## config.mk

```make
export PLATFORM = sky130hd
export DESIGN_NAME = single_wire_start_and_byte_read
export DESIGN_NICKNAME = d
export VERILOG_FILES = /design/src/rtl/core/swsbr_pkg.sv /design/src/rtl/core/single_wire_start_and_byte_read.sv /design/src/rtl/core/swsbr_core.sv /design/src/rtl/core/swsbr_outreg.sv
export SDC_FILE = /design/constraint.sdc
export NUM_CORES = 1
export LEC_CHECK = 0
export BUFFER_PORTS_ARGS = -buffer_cell sky130_fd_sc_hd__buf_2
export CAP_MARGIN = 20
export CORE_MARGIN = 1.5
export CORE_UTILIZATION = 65
export DETAILED_ROUTE_END_ITERATION = 8
export GPL_TIMING_DRIVEN = 0
export PLACE_DENSITY = 0.95
export SLEW_MARGIN = 25
export SYNTH_ARGS = -nofsm -noshare
export SYNTH_HDL_FRONTEND = slang
export SYNTH_SLANG_ARGS = --single-unit
```

## constraint.sdc

```tcl
create_clock -name aclk -period 10 [get_ports aclk]
set_input_delay 1 -clock aclk [delete_from_list [all_inputs] [get_ports aclk]]
set_output_delay 1 -clock aclk [all_outputs]
set_load 0.02 [all_outputs]
```

## src/rtl/core/swsbr_pkg.sv

```systemverilog
// Shared types and constants for the single-wire start and byte read block.
// No dependencies.
`default_nettype none

package swsbr_pkg;

    localparam int TIMER_W = 18;

    localparam logic [1:0] ST_NONE    = 2'd0;
    localparam logic [1:0] ST_START_OK = 2'd1;
    localparam logic [1:0] ST_START_ERR = 2'd2;
    localparam logic [1:0] ST_BYTE    = 2'd3;

    localparam logic [7:0]         LOW_MS_RESET = 8'd18;
    localparam logic [TIMER_W-1:0] TICKS_PER_MS = 18'd1000;

    typedef struct packed {
        logic       drive_enable;
        logic       drive_value;
        logic       busy_res;
        logic [1:0] status;
        logic [7:0] data_byte;
    } result_t;

endpackage

`default_nettype wire

```

## src/rtl/core/single_wire_start_and_byte_read.sv

```systemverilog
// Top level of the single-wire start handshake and byte read master.
// Instantiates swsbr_core and swsbr_outreg; uses swsbr_pkg.
// One item is one 1 us tick and yields exactly one result item. An item is
// taken every cycle as long as the result register is empty or being read, and
// its result appears on the m_ side the cycle after acceptance; the result
// register sets that step. A start holds the line low for start_low_ms*1000
// ticks (18 ms after reset), drives it high for 20 ticks, then checks the
// sensor response; a read gathers 8 bits MSB first. Waits on the line level
// have no timeout. Write start_low_ms only while no start or read is in
// progress.
`default_nettype none

module single_wire_start_and_byte_read (
    input  wire logic       aclk,
    input  wire logic       aresetn,
    input  wire logic       cfg_we,
    input  wire logic [7:0] cfg_wdata,
    input  wire logic       s_valid,
    output logic            s_ready,
    input  wire logic [1:0] s_mode,
    input  wire logic       s_line_level,
    output logic            m_valid,
    input  wire logic       m_ready,
    output logic            m_drive_enable,
    output logic            m_drive_value,
    output logic            m_busy_res,
    output logic [1:0]      m_status,
    output logic [7:0]      m_data_byte
);

    swsbr_pkg::result_t step_result;
    swsbr_pkg::result_t out_result;
    logic               accept;

    assign accept = s_valid && s_ready;

    swsbr_core u_core (
        .aclk        (aclk),
        .aresetn     (aresetn),
        .cfg_we      (cfg_we),
        .cfg_wdata   (cfg_wdata),
        .item_accept (accept),
        .mode        (s_mode),
        .line_level  (s_line_level),
        .result      (step_result)
    );

    swsbr_outreg u_outreg (
        .aclk       (aclk),
        .aresetn    (aresetn),
        .in_valid   (s_valid),
        .in_ready   (s_ready),
        .in_result  (step_result),
        .out_valid  (m_valid),
        .out_ready  (m_ready),
        .out_result (out_result)
    );

    assign m_drive_enable = out_result.drive_enable;
    assign m_drive_value  = out_result.drive_value;
    assign m_busy_res     = out_result.busy_res;
    assign m_status       = out_result.status;
    assign m_data_byte    = out_result.data_byte;

endmodule

`default_nettype wire

```

## src/rtl/core/swsbr_core.sv

```systemverilog
// Sequencer for the start handshake and byte read: phase, timer, bit count
// and shift register, advanced once per accepted item. Uses swsbr_pkg.
`default_nettype none

module swsbr_core (
    input  wire logic              aclk,
    input  wire logic              aresetn,
    input  wire logic              cfg_we,
    input  wire logic [7:0]        cfg_wdata,
    input  wire logic              item_accept,
    input  wire logic [1:0]        mode,
    input  wire logic              line_level,
    output swsbr_pkg::result_t     result
);

    localparam logic [3:0] PH_IDLE      = 4'd0;
    localparam logic [3:0] PH_LOW       = 4'd1;
    localparam logic [3:0] PH_HIGH      = 4'd2;
    localparam logic [3:0] PH_CHECK     = 4'd3;
    localparam logic [3:0] PH_RESP_LOW  = 4'd4;
    localparam logic [3:0] PH_RESP_HIGH = 4'd5;
    localparam logic [3:0] PH_GAP       = 4'd6;
    localparam logic [3:0] PH_WAITHIGH  = 4'd7;
    localparam logic [3:0] PH_HOLD      = 4'd8;
    localparam logic [3:0] PH_SAMPLE    = 4'd9;
    localparam logic [3:0] PH_TAIL      = 4'd10;

    localparam logic [1:0] MODE_START = 2'd1;
    localparam logic [1:0] MODE_READ  = 2'd2;

    localparam int TW = swsbr_pkg::TIMER_W;
    localparam logic [TW-1:0] TICKS_GAP  = TW'(20);
    localparam logic [TW-1:0] TICKS_HOLD = TW'(30);
    localparam logic [TW-1:0] TICKS_ONE  = TW'(1);
    localparam logic [3:0]    BITS_PER_BYTE = 4'd8;

    logic [TW-1:0] low_len_reg, low_len_next;
    logic [3:0]    phase_reg, phase_next;
    logic [TW-1:0] timer_reg, timer_next;
    logic [3:0]    bit_cnt_reg, bit_cnt_next;
    logic [7:0]    shift_reg, shift_next;

    logic          tm_done;
    logic [TW-1:0] tm_dec;
    logic          bit_done;

    // low length precomputed at write time; 255 ms fits in the timer
    assign low_len_next = TW'({{(TW-8){1'b0}}, cfg_wdata} * swsbr_pkg::TICKS_PER_MS);

    always_ff @(posedge aclk) begin
        if (!aresetn) begin
            low_len_reg <= TW'(swsbr_pkg::LOW_MS_RESET) * swsbr_pkg::TICKS_PER_MS;
        end else if (cfg_we) begin
            low_len_reg <= low_len_next;
        end
    end

    always_comb begin
        phase_next   = phase_reg;
        timer_next   = timer_reg;
        bit_cnt_next = bit_cnt_reg;
        shift_next   = shift_reg;
        result       = '0;
        bit_done     = 1'b0;

        if (phase_reg == PH_IDLE) begin
            if (mode == MODE_START) begin
                phase_next = PH_LOW;
                timer_next = low_len_reg;
            end else if (mode == MODE_READ) begin
                phase_next   = PH_GAP;
                timer_next   = TICKS_GAP;
                bit_cnt_next = 4'd0;
                shift_next   = 8'd0;
            end
        end

        tm_done = (timer_next <= TICKS_ONE);
        tm_dec  = timer_next - TICKS_ONE;

        case (phase_next)
            PH_IDLE: begin
            end
            PH_LOW: begin
                result.drive_enable = 1'b1;
                if (tm_done) begin
                    phase_next = PH_HIGH;
                    timer_next = TICKS_GAP;
                end else begin
                    timer_next = tm_dec;
                end
            end
            PH_HIGH: begin
                result.drive_enable = 1'b1;
                result.drive_value  = 1'b1;
                if (tm_done) begin
                    phase_next = PH_CHECK;
                end else begin
                    timer_next = tm_dec;
                end
            end
            PH_CHECK: begin
                if (!line_level) begin
                    phase_next = PH_RESP_LOW;
                end else begin
                    result.status = swsbr_pkg::ST_START_ERR;
                    phase_next    = PH_IDLE;
                end
            end
            PH_RESP_LOW: begin
                if (line_level) begin
                    phase_next = PH_RESP_HIGH;
                end
            end
            PH_RESP_HIGH: begin
                if (!line_level) begin
                    result.status = swsbr_pkg::ST_START_OK;
                    phase_next    = PH_IDLE;
                end
            end
            PH_GAP: begin
                if (tm_done) begin
                    phase_next = PH_WAITHIGH;
                end else begin
                    timer_next = tm_dec;
                end
            end
            PH_WAITHIGH: begin
                if (line_level) begin
                    phase_next = PH_HOLD;
                    timer_next = TICKS_HOLD;
                end
            end
            PH_HOLD: begin
                if (tm_done) begin
                    phase_next = PH_SAMPLE;
                end else begin
                    timer_next = tm_dec;
                end
            end
            PH_SAMPLE: begin
                shift_next = {shift_next[6:0], line_level};
                if (line_level) begin
                    phase_next = PH_TAIL;
                    timer_next = TICKS_HOLD;
                end else begin
                    bit_done = 1'b1;
                end
            end
            PH_TAIL: begin
                if (tm_done) begin
                    bit_done = 1'b1;
                end else begin
                    timer_next = tm_dec;
                end
            end
            default: begin
                phase_next = PH_IDLE;
            end
        endcase

        if (bit_done) begin
            bit_cnt_next = bit_cnt_next + 4'd1;
            if (bit_cnt_next >= BITS_PER_BYTE) begin
                result.status    = swsbr_pkg::ST_BYTE;
                result.data_byte = shift_next;
                phase_next       = PH_IDLE;
            end else begin
                phase_next = PH_GAP;
                timer_next = TICKS_GAP;
            end
        end

        result.busy_res = (phase_next != PH_IDLE);
    end

    always_ff @(posedge aclk) begin
        if (!aresetn) begin
            phase_reg   <= PH_IDLE;
            timer_reg   <= '0;
            bit_cnt_reg <= '0;
            shift_reg   <= '0;
        end else if (item_accept) begin
            phase_reg   <= phase_next;
            timer_reg   <= timer_next;
            bit_cnt_reg <= bit_cnt_next;
            shift_reg   <= shift_next;
        end
    end

endmodule

`default_nettype wire

```

## src/rtl/core/swsbr_outreg.sv

```systemverilog
// Result register for the single-wire block: holds one result item until taken.
// Uses swsbr_pkg.
`default_nettype none

module swsbr_outreg (
    input  wire logic               aclk,
    input  wire logic               aresetn,
    input  wire logic               in_valid,
    output logic                    in_ready,
    input  wire swsbr_pkg::result_t in_result,
    output logic                    out_valid,
    input  wire logic               out_ready,
    output swsbr_pkg::result_t      out_result
);

    logic               valid_reg, valid_next;
    swsbr_pkg::result_t result_reg;
    logic               load;

    assign in_ready   = !valid_reg || out_ready;
    assign load       = in_valid && in_ready;
    assign valid_next = load || (valid_reg && !out_ready);

    always_ff @(posedge aclk) begin
        if (!aresetn) begin
            valid_reg <= 1'b0;
        end else begin
            valid_reg <= valid_next;
        end
    end

    always_ff @(posedge aclk) begin
        if (load) begin
            result_reg <= in_result;
        end
    end

    assign out_valid  = valid_reg;
    assign out_result = result_reg;

endmodule

`default_nettype wire

```

==> flow_summary.json <==
{
  "ioPinCount": 31,
  "timing_hold_violations_final": 0,
  "final.setup.tns_ns": 0,
  "power.share.sequential_pct": 26.6,
  "die_h_um": 91.6,
  "placement_rows": 32,
  "min-delay-path-class": "flip-flop to flip-flop",
  "power_switching_uw": 521,
  "final_util_pct": 73.2,
  "initial_utilization_pct": 66.8,
  "drt_first_pass_iters": 8,
  "fmax_ghz": 0.188,
  "largest_register_ffs": 18,
  "finalCriticalPeriod_ns": 5.33,
  "grt_setup_unrepaired": "false",
  "crit_path_start_kind": "input pin",
  "post_synth_num_cell_types": 70,
  "synth_flop_cell": "dfxtp_1",
  "synth.cell_area_um2": 5110,
  "crit_path_cell_trace": "buf_2 -> clkbuf_1 -> nor2b_1 -> and2_0 -> nor2_1 -> clkbuf_1 -> nand2_1 -> ha_1 -> nor4bb_1 -> a32oi_1 -> a22oi_1 -> o2111ai_2 -> o31ai_1 -> buf_2 -> nor2_1 -> a211oi_1 -> o21ai_1",
  "cap_violations": 0,
  "synth_area_leaders": "dfxtp_1 20%, ha_1 10%, fa_1 8.6%",
  "critical_path_class": "input pin to flip-flop",
  "route.vias.total": 4933,
  "floorplan.die.width_um": 91.6,
  "largest_net_degree_at_the_start_of_global_routing": 23,
  "finalInstanceArea_um2": 5600,
  "drc": 0,
  "cts_max_path_buffers": 2,
  "cp_slowest_stage_delay_ns": 0.74,
  "maxSlewHeadroom_pct": 48.9,
  "synth_edf_count": 13,
  "slew_violations": 0,
  "setup-violations-final": 0,
  "number_of_global_route_vias_before_repair": 4804,
  "gr-usage-all-layers_pct": 33.9,
  "clkSinkCount": 63,
  "area_growth_syn_to_layout_pct": 9.60,
  "synth_sequential_area_ratio_pct": 27.2,
  "placedInstanceArea_um2": 5370,
  "yosys.area.top_type": "dfxtp_1",
  "syn-mean-instance-area_um2": 8.47,
  "post-synth-top-area-fraction_pct": 19.6,
  "clkSlewWorstSetupHoldPaths_ns": 0.08,
  "first_pass_grt_wire_length_mm": 22.6,
  "layout_common_cells": "75 x nand2_1, 61 x nor2_1, 50 x dfxtp_1",
  "fp.coreArea_um2": 7650,
  "cts_made_buffers": 9,
  "required_ns": 10.24,
  "cell_count_after_synthesis": 603,
  "final_worst_path_cycle_share_pct": 53.3,
  "drt-total-wl_mm": 13.9,
  "number_of_antenna_violations_at_the_first_check_in_global_routing": 0,
  "post_synthesis_sequential_element_count": 63,
  "worst_path_dominant_cell_family": "compound AO/OA/AOI/OAI gates",
  "root_buffer": "clkbuf_8",
  "nFillCells": 538,
  "swShare_pct": 43.3,
  "clock_skew_ns": 0.00574,
  "worstMarginPinSlew_ns": 0.759,
  "synth_fp_nets": 682,
  "cts_resized": 0,
  "hpwlAfterDp_mm": 10.4,
  "power.clock.fraction_pct": 21.7,
  "post_drt_via_cell_ratio": 6.59,
  "status": "completed",
  "cp_num_buf_inv": 4,
  "power.leakage_nw": 2.32,
  "route.antenna.remaining_nets": 0,
  "postCtsHoldBufs": 0,
  "cts.htree.levels": 3,
  "cts_setup_buffers": 0,
  "ys_async_sr_fraction_pct": 0,
  "final_nets": 720,
  "gp_congestion": 0.940,
  "synthesis.yosys.warnings": 0,
  "layout.cells.most_common": "nand2_1",
  "floorplan.die_area_um2": 8400,
  "antenna-diode-count": 0,
  "post_layout_nonfiller_instances": 748,
  "detailedRoute.firstIterationViolations": 566,
  "power.internal_uw": 682,
  "timing.critical_path.fanout_max": 10,
  "slowest_stage": "o31ai_1",
  "clk-insertion-delay-late_ns": 0.35,
  "drive_above_1_share_pct": 11.3,
  "dp.cells": 732,
  "port_buffers": 27,
  "comb_power_share_pct": 51.6,
  "power-per-cell-area_nw_per_um2": 215,
  "globalRoute.totalOverflow": 0,
  "wl_per_cell_um": 18.6,
  "critPathArrivalTime_ns": 5.57,
  "worstSetupEndpointType": "flip-flop",
  "tritoncts_clock_tree": "built",
  "vdd_ir_drop_max_mv": 0.182
}
-- worst min-delay path, stage by stage, from the launching register on --
cell	delay (ns)
dfxtp_1	0.34
nand2_1	0.06
o21ai_1	0.05
-- stage by stage --
step                      power (mW)  hold WS [ns]  worst slack (ns)
after floorplan                0.774         0.439              5.15
after global placement         0.890         0.451              4.50
after detailed placement       0.925         0.465              4.45
after CTS                       1.19         0.476              4.83
after global routing            1.27         0.511              4.30
final                           1.20         0.482              4.67
-- metal layers --
metal / track usage, % / vias to the layer above / share of wire [%]
met3: 5.22 / 51 / 8.5
li1: - / 2276 / -
met5: 0 / - / 0
met2: 58.3 / 302 / 50
met1: 41.1 / 2304 / 38
met4: 16.9 / 0 / 3.3
-- synth_stat cells, types with 14 or more instances --
cell type  count
a21oi_1       32
a22oi_1       19
clkbuf_1      17
dfxtp_1       50
fa_1          22
ha_1          41
inv_1         29
nand2_1       75
nand3_1       18
nor2_1        61
nor3_1        14
o21ai_0       35
-- final cells by class --
type | instances | area [um2] | area share [%]
clock inverters | 7 | 103 | 1.83
inverters | 29 | 109 | 1.94
multi-input cells | 481 | 3480 | 62.1
clock buffers | 9 | 124 | 2.21
plain buffers | 30 | 131 | 2.35
flip-flops and latches | 63 | 1390 | 24.9
well taps | 102 | 128 | 2.28
repair buffers | 27 | 135 | 2.41
-- final timing paths --
check / from / to / slack [ns] / depth (start not counted)
worst max register to register: u_core.phase_reg[3] / u_core.timer_reg[13] / 4.90 / 16
worst min register to register: u_core.timer_reg[12] / u_core.timer_reg[12] / 0.48 / 2
worst min-delay path: u_core.timer_reg[12] / u_core.timer_reg[12] / 0.48 / 2
worst max-delay path: s_mode[0] / u_core.timer_reg[13] / 4.67 / 17
-- kinds of logic after synthesis --
kind of cell	Yosys count	synth area share, %
xor+xnor	19	3.26
compound gates	175	24.2
flops	63	27.2
simple gates	212	19.5
mux	12	2.38
fa+ha+maj	63	18.7
buf+inv	59	4.68
-- power groups by stage --
stage | registers, mW | logic [mW] | clock network (mW)
floorplan | 0.320 | 0.454 | 0
global placement | 0.324 | 0.566 | 0
detailed placement | 0.325 | 0.601 | 0
CTS | 0.319 | 0.609 | 0.261
global route | 0.323 | 0.676 | 0.270
finish | 0.320 | 0.621 | 0.261
(Power assumes the default switching activity.)
